File: src/rtl/spmv_pkg.sv
package spmv_pkg;

  localparam int MaxSize   = 1024;
  localparam int IdxW      = $clog2(MaxSize);
  localparam int SizeW     = IdxW + 1;
  localparam int LinkDepth = 4;
  localparam int LinkPtrW  = $clog2(LinkDepth);
  localparam int LinkCntW  = LinkPtrW + 1;

  localparam logic [SizeW-1:0] SizeReset = SizeW'(MaxSize);
  localparam logic [1:0]       AddrMatrixSize = 2'd0;

  localparam logic [63:0] FpDefaultNan = 64'hFFF8_0000_0000_0000;
  localparam logic [63:0] FpPosZero    = 64'h0;

  typedef struct packed {
    logic        func;
    logic [63:0] operand_bits;
  } in_item_t;

  typedef struct packed {
    logic [IdxW-1:0] row_number;
    logic [63:0]     sum_bits;
    logic            final_row;
  } out_item_t;

  // one matrix element with its vector operand, as handed to the back end
  typedef struct packed {
    logic [63:0]     operand;
    logic [63:0]     vec;
    logic            skip;
    logic            eor;
    logic [IdxW-1:0] row;
    logic            last;
  } link_entry_t;

  // Round a normalized magnitude to double, round to nearest even.
  // value = m / 2^63 * 2^(eb - 1023), m[63] set; sticky_in holds bits below m.
  function automatic logic [63:0] fp_round(input logic sign,
                                           input logic signed [13:0] eb,
                                           input logic [63:0] m,
                                           input logic sticky_in);
    logic [6:0]  sh;
    logic [63:0] mm;
    logic        st;
    logic [10:0] ex;
    logic [62:0] base;
    logic        inc;
    logic [63:0] res;
    sh = 7'd0;
    mm = m;
    st = sticky_in;
    ex = 11'd0;
    if (eb >= 14'sd2047) begin
      res = {sign, 11'h7FF, 52'd0};
    end else begin
      if (eb <= 14'sd0) begin
        // subnormal: shift down to the minimum exponent
        sh = (eb < -14'sd62) ? 7'd64 : 7'(14'sd1 - eb);
        mm = m >> sh;
        st = sticky_in | (|(m & ((64'h1 << sh) - 64'h1)));
        ex = 11'd0;
      end else begin
        ex = eb[10:0];
      end
      base = {ex, mm[62:11]};
      inc  = mm[10] & (st | (|mm[9:0]) | mm[11]);
      res  = {sign, base + 63'(inc)};
    end
    return res;
  endfunction

endpackage

File: src/rtl/spmv_link.sv
module spmv_link (
  input  logic                        clk_i,
  input  logic                        rst_ni,
  input  logic                        push_i,
  input  spmv_pkg::link_entry_t       entry_i,
  input  logic                        pop_i,
  output spmv_pkg::link_entry_t       entry_o,
  output logic                        empty_o,
  output logic [spmv_pkg::LinkCntW-1:0] count_o
);
  import spmv_pkg::*;

  link_entry_t         mem_q [LinkDepth];
  logic [LinkPtrW-1:0] wr_q, wr_d, rd_q, rd_d;
  logic [LinkCntW-1:0] cnt_q, cnt_d;
  logic                do_pop;

  assign empty_o = (cnt_q == '0);
  assign count_o = cnt_q;
  assign entry_o = mem_q[rd_q];
  assign do_pop  = pop_i & ~empty_o;

  always_comb begin
    wr_d  = push_i ? wr_q + LinkPtrW'(1) : wr_q;
    rd_d  = do_pop ? rd_q + LinkPtrW'(1) : rd_q;
    cnt_d = cnt_q + LinkCntW'(push_i) - LinkCntW'(do_pop);
  end

  always_ff @(posedge clk_i or negedge rst_ni) begin
    if (!rst_ni) begin
      wr_q  <= '0;
      rd_q  <= '0;
      cnt_q <= '0;
    end else begin
      wr_q  <= wr_d;
      rd_q  <= rd_d;
      cnt_q <= cnt_d;
    end
  end

  always_ff @(posedge clk_i) begin
    if (push_i) begin
      mem_q[wr_q] <= entry_i;
    end
  end

endmodule

File: config.mk
export PLATFORM = sky130hd
export DESIGN_NAME = spmv_link
export DESIGN_NICKNAME = d
export VERILOG_FILES = /design/src/rtl/spmv_pkg.sv /design/src/rtl/spmv_link.sv
export SDC_FILE = /design/constraint.sdc
export NUM_CORES = 1
export LEC_CHECK = 0
export BUFFER_PORTS_ARGS = -buffer_cell sky130_fd_sc_hd__buf_2
export CORE_MARGIN = 2
export CORE_UTILIZATION = 57
export CTS_CLUSTER_SIZE = 16
export DETAILED_ROUTE_END_ITERATION = 10
export GPL_TIMING_DRIVEN = 0
export PLACE_DENSITY_LB_ADDON = 0.05
export SLEW_MARGIN = 30
export SYNTH_ARGS = -nofsm -noshare
export SYNTH_HDL_FRONTEND = slang
export SYNTH_SLANG_ARGS = --single-unit
export TNS_END_PERCENT = 5
File: constraint.sdc
create_clock -name clk_i -period 5.15 [get_ports clk_i]
set_clock_uncertainty 0.05 [all_clocks]
set_input_delay 1.03 -clock clk_i [delete_from_list [all_inputs] [get_ports clk_i]]
set_output_delay 1.03 -clock clk_i [all_outputs]
set_load 0.02 [all_outputs]
==> impl_metrics.py, run 1 <==
metrics = {
    "worst_setup_path": {
        "worstSetupStartpointType": "flop",
        "cp-end-kind": "output port",
        "cp_max_fo": 10,
        "rrSetupSlack_ns": 2.81,
        "worst-setup-path-type": "flop to output port",
        "crit_chain": "buf_2 -> buf_2 -> buf_2 -> mux4_2 -> buf_2",
        "cp_common_cell": "buf_2",
        "cp_top_family": "buffers and inverters",
        "cp_slowest_cell": "buf_2",
        "cpPeakStageDelay_ns": 0.35,
        "worst_ep_arrival_time_ns": 2.35,
        "worst-path-buf-inv": 4,
        "cp.required_ns": 4.07,
    },
    "timing": {
        "hold_viol": 0,
        "slew_headroom_pct": 53.2,
        "finalCritPeriodShare_pct": 66.6,
        "rsz0062_at_grt": "no",
        "tightest_slew_ns": 0.701,
        "drv_slew": 0,
        "finalSetupViolCount": 0,
        "period_needed_ns": 3.43,
        "fmax_mhz": 292,
    },
    "floorplanning": {
        "io_pins": 290,
        "initial_core_util_pct": 58.1,
        "core_area_sq_mm": 0.0357,
        "dieArea_sq_mm": 0.0379,
        "die_h_um": 195,
        "rows": 69,
        "die_w_um": 195,
    },
    "worst_hold_path": {
        "hold_path_class": "primary input to async pin",
    },
    "flow_run": {
        "maxCapViolations": 0,
    },
    "global_routing": {
        "use_met1_pct": 28.2,
        "grt_max_degree": 39,
        "grt_usage_pct": 21.0,
        "grt_pass1_wl_um": 59000,
        "busiest_layer": "met2",
        "grt_use_met2_pct": 33.1,
        "grt_antenna_before_repair": 13,
        "grt_pass1_vias": 9868,
        "grt_remaining_overflow": 0,
        "use_met3_pct": 6.16,
    },
    "place": {
        "gp_congestion": 0.697,
        "dpl.hpwl_um": 24700,
        "placement.io_buffers": 289,
        "placed_area_sq_mm": 0.0231,
        "dpl.cell_count": 1538,
    },
    "logic_synthesis": {
        "ys.warnings.count": 0,
        "ys_seq_elements": 571,
        "synth_fp_nets": 924,
        "ys_seq_area_share_pct": 82.6,
        "netlist_instances": 772,
        "avgSynthCellArea_sq_um": 26.8,
        "synth_area_sq_mm": 0.0207,
        "ys_types": 18,
    },
    "cells_and_area": {
        "final_cells": 1642,
        "fin_nets": 1286,
        "final_cell_area_sq_mm": 0.0247,
        "fin_util_pct": 69.3,
        "area_growth_pct": 19.3,
        "nFillCells": 2222,
        "drive_gt1_share_pct": 46.5,
    },
    "power": {
        "ir_worst_vdd_v": 0.000382,
        "leakage_nw": 8.49,
        "power_density_mw_per_mm2": 595,
        "p_total_mw": 14.7,
    },
    "cts": {
        "clock-sinks": 571,
        "post_cts_resized": 0,
        "clk_latency_ns": 0.58,
        "postCtsSetupBuffers": 0,
        "cts-root-buf": "clkbuf_16",
        "cts_buffer_depth": 3,
        "cts_buffers": 55,
        "hold_buffers": 0,
        "cts_tree": "done",
        "cts_max_level": 2,
        "clk_pin_slew_ns": 0.06,
    },
    "detailed_routing": {
        "drc_errors": 0,
        "routed-via-count": 9206,
        "routedWlPerCell_um": 23.5,
        "vias_per_cell": 5.61,
        "antenna_left": 0,
        "first_pass_iters": 6,
        "postRouteWirelength_um": 38600,
        "first_iter_violations": 617,
    },
    "outcome": {
        "status": "complete, no violations",
    },
}
-- stage by stage --
step | setup slack (ns) | setup TNS [ns] | hold WS (ns)
after CTS | 1.64 | 0 | 0.199
final | 1.72 | 0 | 0.221
after global placement | -2.51 | -1380.46 | 0.465
after detailed placement | 2.27 | 0 | 0.473
after global routing | 1.61 | 0 | 0.209
after floorplan | 0.347 | 0 | 0.441
-- layout make-up --
cell class | instances | area [sq um] | share of cell area [%]
flip-flops and latches | 571 | 17100 | 69.2
diodes | 6 | 15.0 | 0.0607
clock buffers | 73 | 1490 | 6.01
inverters | 7 | 26.3 | 0.106
clock inverters | 25 | 134 | 0.542
plain buffers | 32 | 213 | 0.861
repair buffers | 305 | 1770 | 7.18
multi-input cells | 162 | 3380 | 13.7
well taps | 461 | 577 | 2.33
-- layout by cell type (no fill, tap or decap) --
cell type and count:
nand2_1 1, buf_4 1, buf_16 1, o31ai_1 1
inv_1 7, xnor2_1 4, buf_6 9, fa_1 1
clkinv_1 13, clkinv_2 11, buf_12 15, diode_2 6
and2_4 4, buf_2 306, dfrtp_1 7, mux4_2 141
edfxtp_1 564, bufinv_16 1, clkbuf_16 57, ha_1 6
o21ai_0 1, nor3_1 1, xor2_1 1, o311ai_0 1
clkbuf_1 21
-- registers in the layout, summed over array words and instances, names as in the netlist --
register  count
wr_q          2
mem_q       564
rd_q          2
count_o       3
-- worst reg2reg max path, cell delays in order (launching register included) --
cell and delay [ns]:
dfrtp_1 0.47, o31ai_1 0.38, inv_1 0.09, ha_1 0.28, inv_1 0.06, ha_1 0.13, inv_1 0.05, fa_1 0.41
xnor2_1 0.19, xnor2_1 0.15
-- worst paths after layout --
kind	cells after the start	from	endpoint
setup reg to reg	9	count_o[1]	count_o[2]
setup / recovery	5	rd_q[1]	entry_o[54]
hold / removal	1	rst_ni	count_o[2]
min in group clk_i	1	wr_q[0]	wr_q[0]
max in group asynchronous	1	rst_ni	wr_q[0]
hold reg to reg	1	wr_q[0]	wr_q[0]
-- metal layers --
layer / part of all wire, % / routed length [um]
met4: 2.8 / 1070
met3: 7.9 / 3060
met5: 0.20 / 77
met1: 40 / 15500
met2: 49 / 18900
-- cells in the mapped netlist --
cell type | number | area [sq um]
edfxtp_1 | 564 | 16900
nor3_1 | 1 | 5.00
xnor2_1 | 4 | 35.0
o31ai_1 | 1 | 7.51
buf_4 | 1 | 7.51
mux4_2 | 141 | 3180
ha_1 | 6 | 75.1
and2_1 | 4 | 25.0
dfrtp_1 | 7 | 175
buf_6 | 9 | 101
buf_2 | 17 | 85.1
nand2_1 | 1 | 3.75
o311ai_0 | 1 | 8.76
xor2_1 | 1 | 8.76
fa_1 | 1 | 20.0
inv_1 | 7 | 26.3
clkbuf_1 | 5 | 18.8
o21ai_0 | 1 | 5.00
-- logic make-up (layout without fill, tap and decap cells) --
kind of cell,after synthesis,after routing,synth area share (%)
other cells,0,6,0
xor+xnor,5,5,0.211
mux,141,141,15.3
buf+inv,39,442,1.15
simple gates,6,6,0.163
compound gates,3,3,0.103
flops,571,571,82.6
fa+ha+maj,7,7,0.459
-- where the power goes --
group / internal (mW) / leakage, nW / switching (mW) / total [mW]
Clock: 2.06 / 0.799 / 1.57 / 3.63
Sequential: 6.06 / 5.26 / 0.181 / 6.24
Combinational: 1.97 / 2.43 / 2.87 / 4.84
Note: power is estimated with default switching activity, not from simulation.
==> run 2, diff against run 1 <==
Settings changed: CORE_UTILIZATION 57 to 51.
Clock period 5.15 ns to 2.8 ns, I/O delays scaled along.
==> run 2 against run 1 <==
- via count up 0.72%
- cell count rose by 4.0%
- highest routed layer unchanged
- first-iteration DRC count is 4.7% lower
- utilization fell by 6.3 points
- largest cell class unchanged
==> impl_metrics.py, run 2 (synthesis gave the netlist of run 1 again) <==
metrics = {
    "outcome": {
        "status": "complete, no violations",
    },
    "floorplanning": {
        "die_w_um": 206,
        "core_area_sq_mm": 0.0399,
        "dieArea_sq_mm": 0.0423,
        "die_h_um": 206,
        "rows": 73,
        "io_pins": 290,
        "initial_core_util_pct": 51.9,
    },
    "worst_setup_path": {
        "cp.required_ns": 2.19,
        "worstSetupStartpointType": "flop",
        "worst_ep_arrival_time_ns": 2.16,
        "reg2reg_from": "count_o[1]",
        "crit_start": "rd_q[0]",
        "cp-end-kind": "output port",
        "worst-setup-path-type": "flop to output port",
        "cp_max_fo": 10,
    },
    "cts": {
        "clk_latency_ns": 0.59,
        "cts_buffer_depth": 3,
        "clk_pin_slew_ns": 0.06,
        "cts-root-buf": "clkbuf_16",
        "cts_tree": "done",
        "cts_max_level": 2,
        "clock-sinks": 571,
        "cts_buffers": 55,
    },
    "detailed_routing": {
        "vias_per_cell": 5.43,
        "first_iter_violations": 588,
        "routedWlPerCell_um": 23.4,
        "antenna_left": 0,
        "first_pass_iters": 4,
        "postRouteWirelength_um": 40000,
        "drc_errors": 0,
        "routed-via-count": 9272,
    },
    "global_routing": {
        "grt_remaining_overflow": 0,
        "use_met1_pct": 25.1,
        "grt_pass1_wl_um": 58500,
        "grt_pass1_vias": 9710,
        "grt_max_degree": 41,
        "grt_use_met2_pct": 31.0,
        "busiest_layer": "met2",
        "grt_usage_pct": 19.1,
        "grt_antenna_before_repair": 6,
        "use_met3_pct": 5.67,
    },
    "place": {
        "dpl.cell_count": 1602,
        "pre_cts_ws_ns": 0.288,
        "placement.io_buffers": 289,
        "gp_congestion": 0.705,
        "placed_area_sq_mm": 0.0232,
        "dpl.hpwl_um": 25700,
    },
    "cells_and_area": {
        "layout_common_cells": "edfxtp_1 (564), buf_2 (273), mux4_2 (141)",
        "final_cell_area_sq_mm": 0.0252,
        "layout_commonest_cell": "edfxtp_1",
        "final_cells": 1707,
        "fin_util_pct": 63.0,
        "drive_gt1_share_pct": 46.9,
        "area_growth_pct": 21.4,
        "largest_register_ffs": 564,
        "fin_nets": 1291,
        "seq_area_sq_mm": 0.0171,
        "nFillCells": 2714,
        "multi_input_area_sq_mm": 0.00338,
        "top_register": "mem_q",
    },
    "flow_run": {
        "maxCapViolations": 0,
    },
    "timing": {
        "finalCritPeriodShare_pct": 98.9,
        "holdWs_ns": 0.132,
        "final.setup.tns_ns": 0,
        "layout_setup_ws_ns": 0.0315,
        "hold_viol": 0,
        "fmax_mhz": 361,
        "finalSetupViolCount": 0,
        "period_needed_ns": 2.77,
        "tightest_slew_ns": 0.420,
        "drv_slew": 0,
        "slew_headroom_pct": 71.7,
        "rsz0062_at_grt": "yes",
    },
    "power": {
        "power_density_mw_per_mm2": 1110,
        "ir_worst_vdd_v": 0.000633,
        "p_total_mw": 27.9,
        "leakage_nw": 8.65,
    },
    "worst_hold_path": {
        "hold_start": "entry_i[27]",
        "hold_path_class": "primary input to flop",
    },
}
[run 2: cell count changes in the layout (fill, tap and decap cells not counted), sizes merged]
cell         delta
bufinv          +2
clkinv          -4
clkbuf          +8
dlygate4sd3     +1
buf             -1
diode           -5
[run 2: worst max-delay path, stage by stage, from the launching register on]
cell	delay (ns)
dfrtp_1	0.37
buf_12	0.16
buf_16	0.15
buf_12	0.16
mux4_2	0.53
buf_2	0.18
[run 2: layout make-up]
cell class | count | area share (%)
clock inverter | 23 | 0.696
clock buffer | 76 | 5.95
inverter | 7 | 0.104
timing repair buffer | 310 | 7.77
multi-input combinational | 162 | 13.4
antenna | 1 | 0.00995
buffer | 32 | 1.39
tap | 525 | 2.61
sequential | 571 | 68.0
[run 2: path summary, 6_finish.rpt]
path | end | slack [ns] | cells after the start
min | mem_q[0][27] | 0.13 | 1
max reg2reg | count_o[2] | 0.51 | 9
max | entry_o[105] | 0.03 | 5
min in group asynchronous | rd_q[1] | 0.29 | 2
min reg2reg | wr_q[0] | 0.50 | 1
max in group asynchronous | count_o[0] | 2.25 | 2
[run 2: metal layers]
layer | share of wire (%) | vias up
met5 | 0.16 | -
met4 | 2.1 | 10
met3 | 7.5 | 66
met2 | 50 | 256
met1 | 40 | 4839
li1 | - | 4101
[run 2: power by group]
| group | switching [mW] | internal, mW | total, mW |
|---|---|---|---|
| logic | 5.45 | 4.11 | 9.56 |
| clock network | 2.90 | 3.98 | 6.88 |
| registers | 0.326 | 11.2 | 11.5 |
[run 2: repair_timing]
item,4_1_cts,5_1_grt
hold buffers,1,0
gates resized for setup,52,26
hold endpoints to repair,7,0
setup endpoints to repair,129,116
cloned,0,1
setup buffers,1,2
==> run 3, diff against run 2 <==
Settings changed: SETUP_SLACK_MARGIN from default to 0.2.
Clock period 2.8 ns to 2.46 ns, I/O delays scaled along.
==> run 3 against run 2 <==
- the flow now finishes with violations (setup timing)
- worst hold slack worse by 0.070 ns
- die area unchanged
- combinational power up 29%
- utilization is 1.7 points higher
- sequential share of layout area shrank 1.8 points
- via count up 0.85%
- wire length grew 1.4%
- worst setup slack got worse by 0.27 ns
- register-to-register slack worse by 0.25 ns
- largest cell class unchanged
- largest power group unchanged
==> impl_metrics.py, run 3 (synthesis gave the netlist of run 1 again) <==
metrics = {
    "cells_and_area": {
        "nFillCells": 2643,
        "area_growth_pct": 24.7,
        "multi_input_area_sq_mm": 0.00341,
        "largest_register_ffs": 564,
        "layout_commonest_cell": "edfxtp_1",
        "drive_gt1_share_pct": 48.0,
        "top_register": "mem_q",
        "fin_nets": 1302,
        "layout_common_cells": "edfxtp_1 (564), buf_2 (216), mux4_2 (141)",
        "final_cells": 1718,
        "seq_area_sq_mm": 0.0171,
        "final_cell_area_sq_mm": 0.0258,
    },
    "worst_setup_path": {
        "cp-end-kind": "output port",
        "worst_ep_arrival_time_ns": 2.15,
        "cp_max_fo": 6,
        "worstSetupStartpointType": "flop",
        "worstRegToRegCells": 5,
        "cp_top_family": "buffers and inverters",
        "cp_common_cell": "buf_12",
        "crit_chain": "buf_12 -> buf_16 -> buf_12 -> buf_12 -> mux4_2 -> buf_6",
        "worst-setup-path-type": "flop to output port",
        "reg2reg_from": "wr_q[0]",
        "cp.required_ns": 1.92,
        "r2r_end": "mem_q[3][79]",
        "worst-path-buf-inv": 5,
        "cp_slowest_cell": "mux4_2",
        "cpPeakStageDelay_ns": 0.52,
        "rrSetupSlack_ns": 0.26,
    },
    "place": {
        "dpl.hpwl_um": 25700,
        "gp_congestion": 0.705,
        "dpl.cell_count": 1602,
        "placement.io_buffers": 289,
        "pre_cts_ws_ns": 0.0164,
        "placed_area_sq_mm": 0.0232,
    },
    "timing": {
        "fmax_mhz": 371,
        "holdWs_ns": 0.0623,
        "layout_setup_ws_ns": -0.234,
        "finalCritPeriodShare_pct": 110,
        "finalSetupViolCount": 141,
        "slew_headroom_pct": 72.1,
        "drv_slew": 0,
        "tightest_slew_ns": 0.419,
        "period_needed_ns": 2.69,
        "hold_viol": 0,
        "rsz0062_at_grt": "yes",
    },
    "flow_run": {
        "maxCapViolations": 0,
    },
    "detailed_routing": {
        "antenna_left": 0,
        "routedWlPerCell_um": 23.6,
        "routed-via-count": 9351,
        "vias_per_cell": 5.44,
        "postRouteWirelength_um": 40600,
        "drc_errors": 0,
        "first_iter_violations": 643,
        "first_pass_iters": 5,
    },
    "worst_hold_path": {
        "holdPathEnd": "mem_q[1][32]",
        "hold_path_depth": 1,
        "hold_start": "entry_i[32]",
        "hold_path_class": "primary input to flop",
    },
    "global_routing": {
        "grt_pass1_vias": 9774,
        "grt_antenna_before_repair": 6,
        "grt_max_degree": 41,
        "grt_usage_pct": 19.3,
        "grt_pass1_wl_um": 59300,
        "grt_remaining_overflow": 0,
    },
    "cts": {
        "cts-root-buf": "clkbuf_16",
        "cts_buffer_depth": 3,
        "cts_tree": "done",
        "cts_buffers": 55,
        "cts_max_level": 2,
        "clock-sinks": 571,
        "clk_latency_ns": 0.59,
        "clk_pin_slew_ns": 0.06,
    },
    "floorplanning": {
        "die_w_um": 206,
        "io_pins": 290,
        "core_area_sq_mm": 0.0399,
        "initial_core_util_pct": 51.9,
        "dieArea_sq_mm": 0.0423,
        "die_h_um": 206,
        "rows": 73,
    },
    "outcome": {
        "status": "complete, but fails checks",
        "violations": "setup timing",
    },
    "power": {
        "leakage_nw": 8.91,
        "ir_worst_vdd_v": 0.000715,
        "power_density_mw_per_mm2": 1290,
    },
}
==> run 3: cell types whose count changed in the layout (fill, tap and decap cells not counted), moves of 3 or more <==
cell       delta
clkbuf_4      -3
dfrtp_1       -3
clkbuf_16     +4
buf_16        +4
buf_2        -57
dfrtp_2       +3
buf_4         +9
buf_6        +46
buf_12        +9
==> run 3: timing repair <==
item / CTS / global route
buffers inserted: 6 / 2
hold buffers: 1 / 0
endpoints found under the hold margin: 7 / 0
gates resized for setup: 172 / 42
gates cloned: 2 / 5
pin swaps: 0 / 3
endpoints found under the setup margin: 160 / 178
==> run 3: final cells by class <==
| class | count | area share (%) |
|---|---|---|
| repair buffers | 321 | 9.70 |
| diodes | 1 | 0.00968 |
| clock buffers | 76 | 5.80 |
| flip-flops and latches | 571 | 66.2 |
| multi-input cells | 162 | 13.2 |
| inverters | 7 | 0.102 |
| clock inverters | 23 | 0.678 |
| well taps | 525 | 2.54 |
| plain buffers | 32 | 1.75 |
==> run 3: worst max path at each step <==
stage	startpoint	cells past startpoint	slack, ns	to
finish	rd_q[0]	6	-0.23	entry_o[86]
global route	rd_q[0]	6	-0.31	entry_o[87]
CTS	rd_q[0]	5	-0.29	entry_o[98]
detailed placement	rd_q[1]	5	0.02	entry_o[105]
global placement	push_i	2	-1.88	mem_q[1][101]
floorplan	wr_q[0]	3	-0.38	mem_q[0][0]
==> run 3: stage by stage <==
| stage | util (%) | TNS [ns] | power, mW |
|---|---|---|---|
| 6_report | 64.7 | -25.67 | 33.3 |
| 2_1_floorplan | - | -146.98 | 20.1 |
| 4_1_cts | 64.0 | -31.93 | 33.2 |
| 3_5_place_dp | 58.1 | 0 | 23.8 |
| 5_1_grt | 64.7 | -36.58 | 34.8 |
| 3_3_place_gp | 57.2 | -853.01 | 23.6 |
==> run 3: layer usage <==
metal / routed length [um] / track usage [%]
met2: 20500 / 31.3
met1: 16100 / 25.5
met5: 69 / 0
met4: 867 / 5.99
met3: 3060 / 5.76
==> run 3: power breakdown <==
| part | internal (mW) | switching [mW] |
|---|---|---|
| clock | 4.53 | 3.31 |
| sequential | 12.7 | 0.391 |
| combinational | 5.88 | 6.47 |
| total | 23.1 | 10.2 |
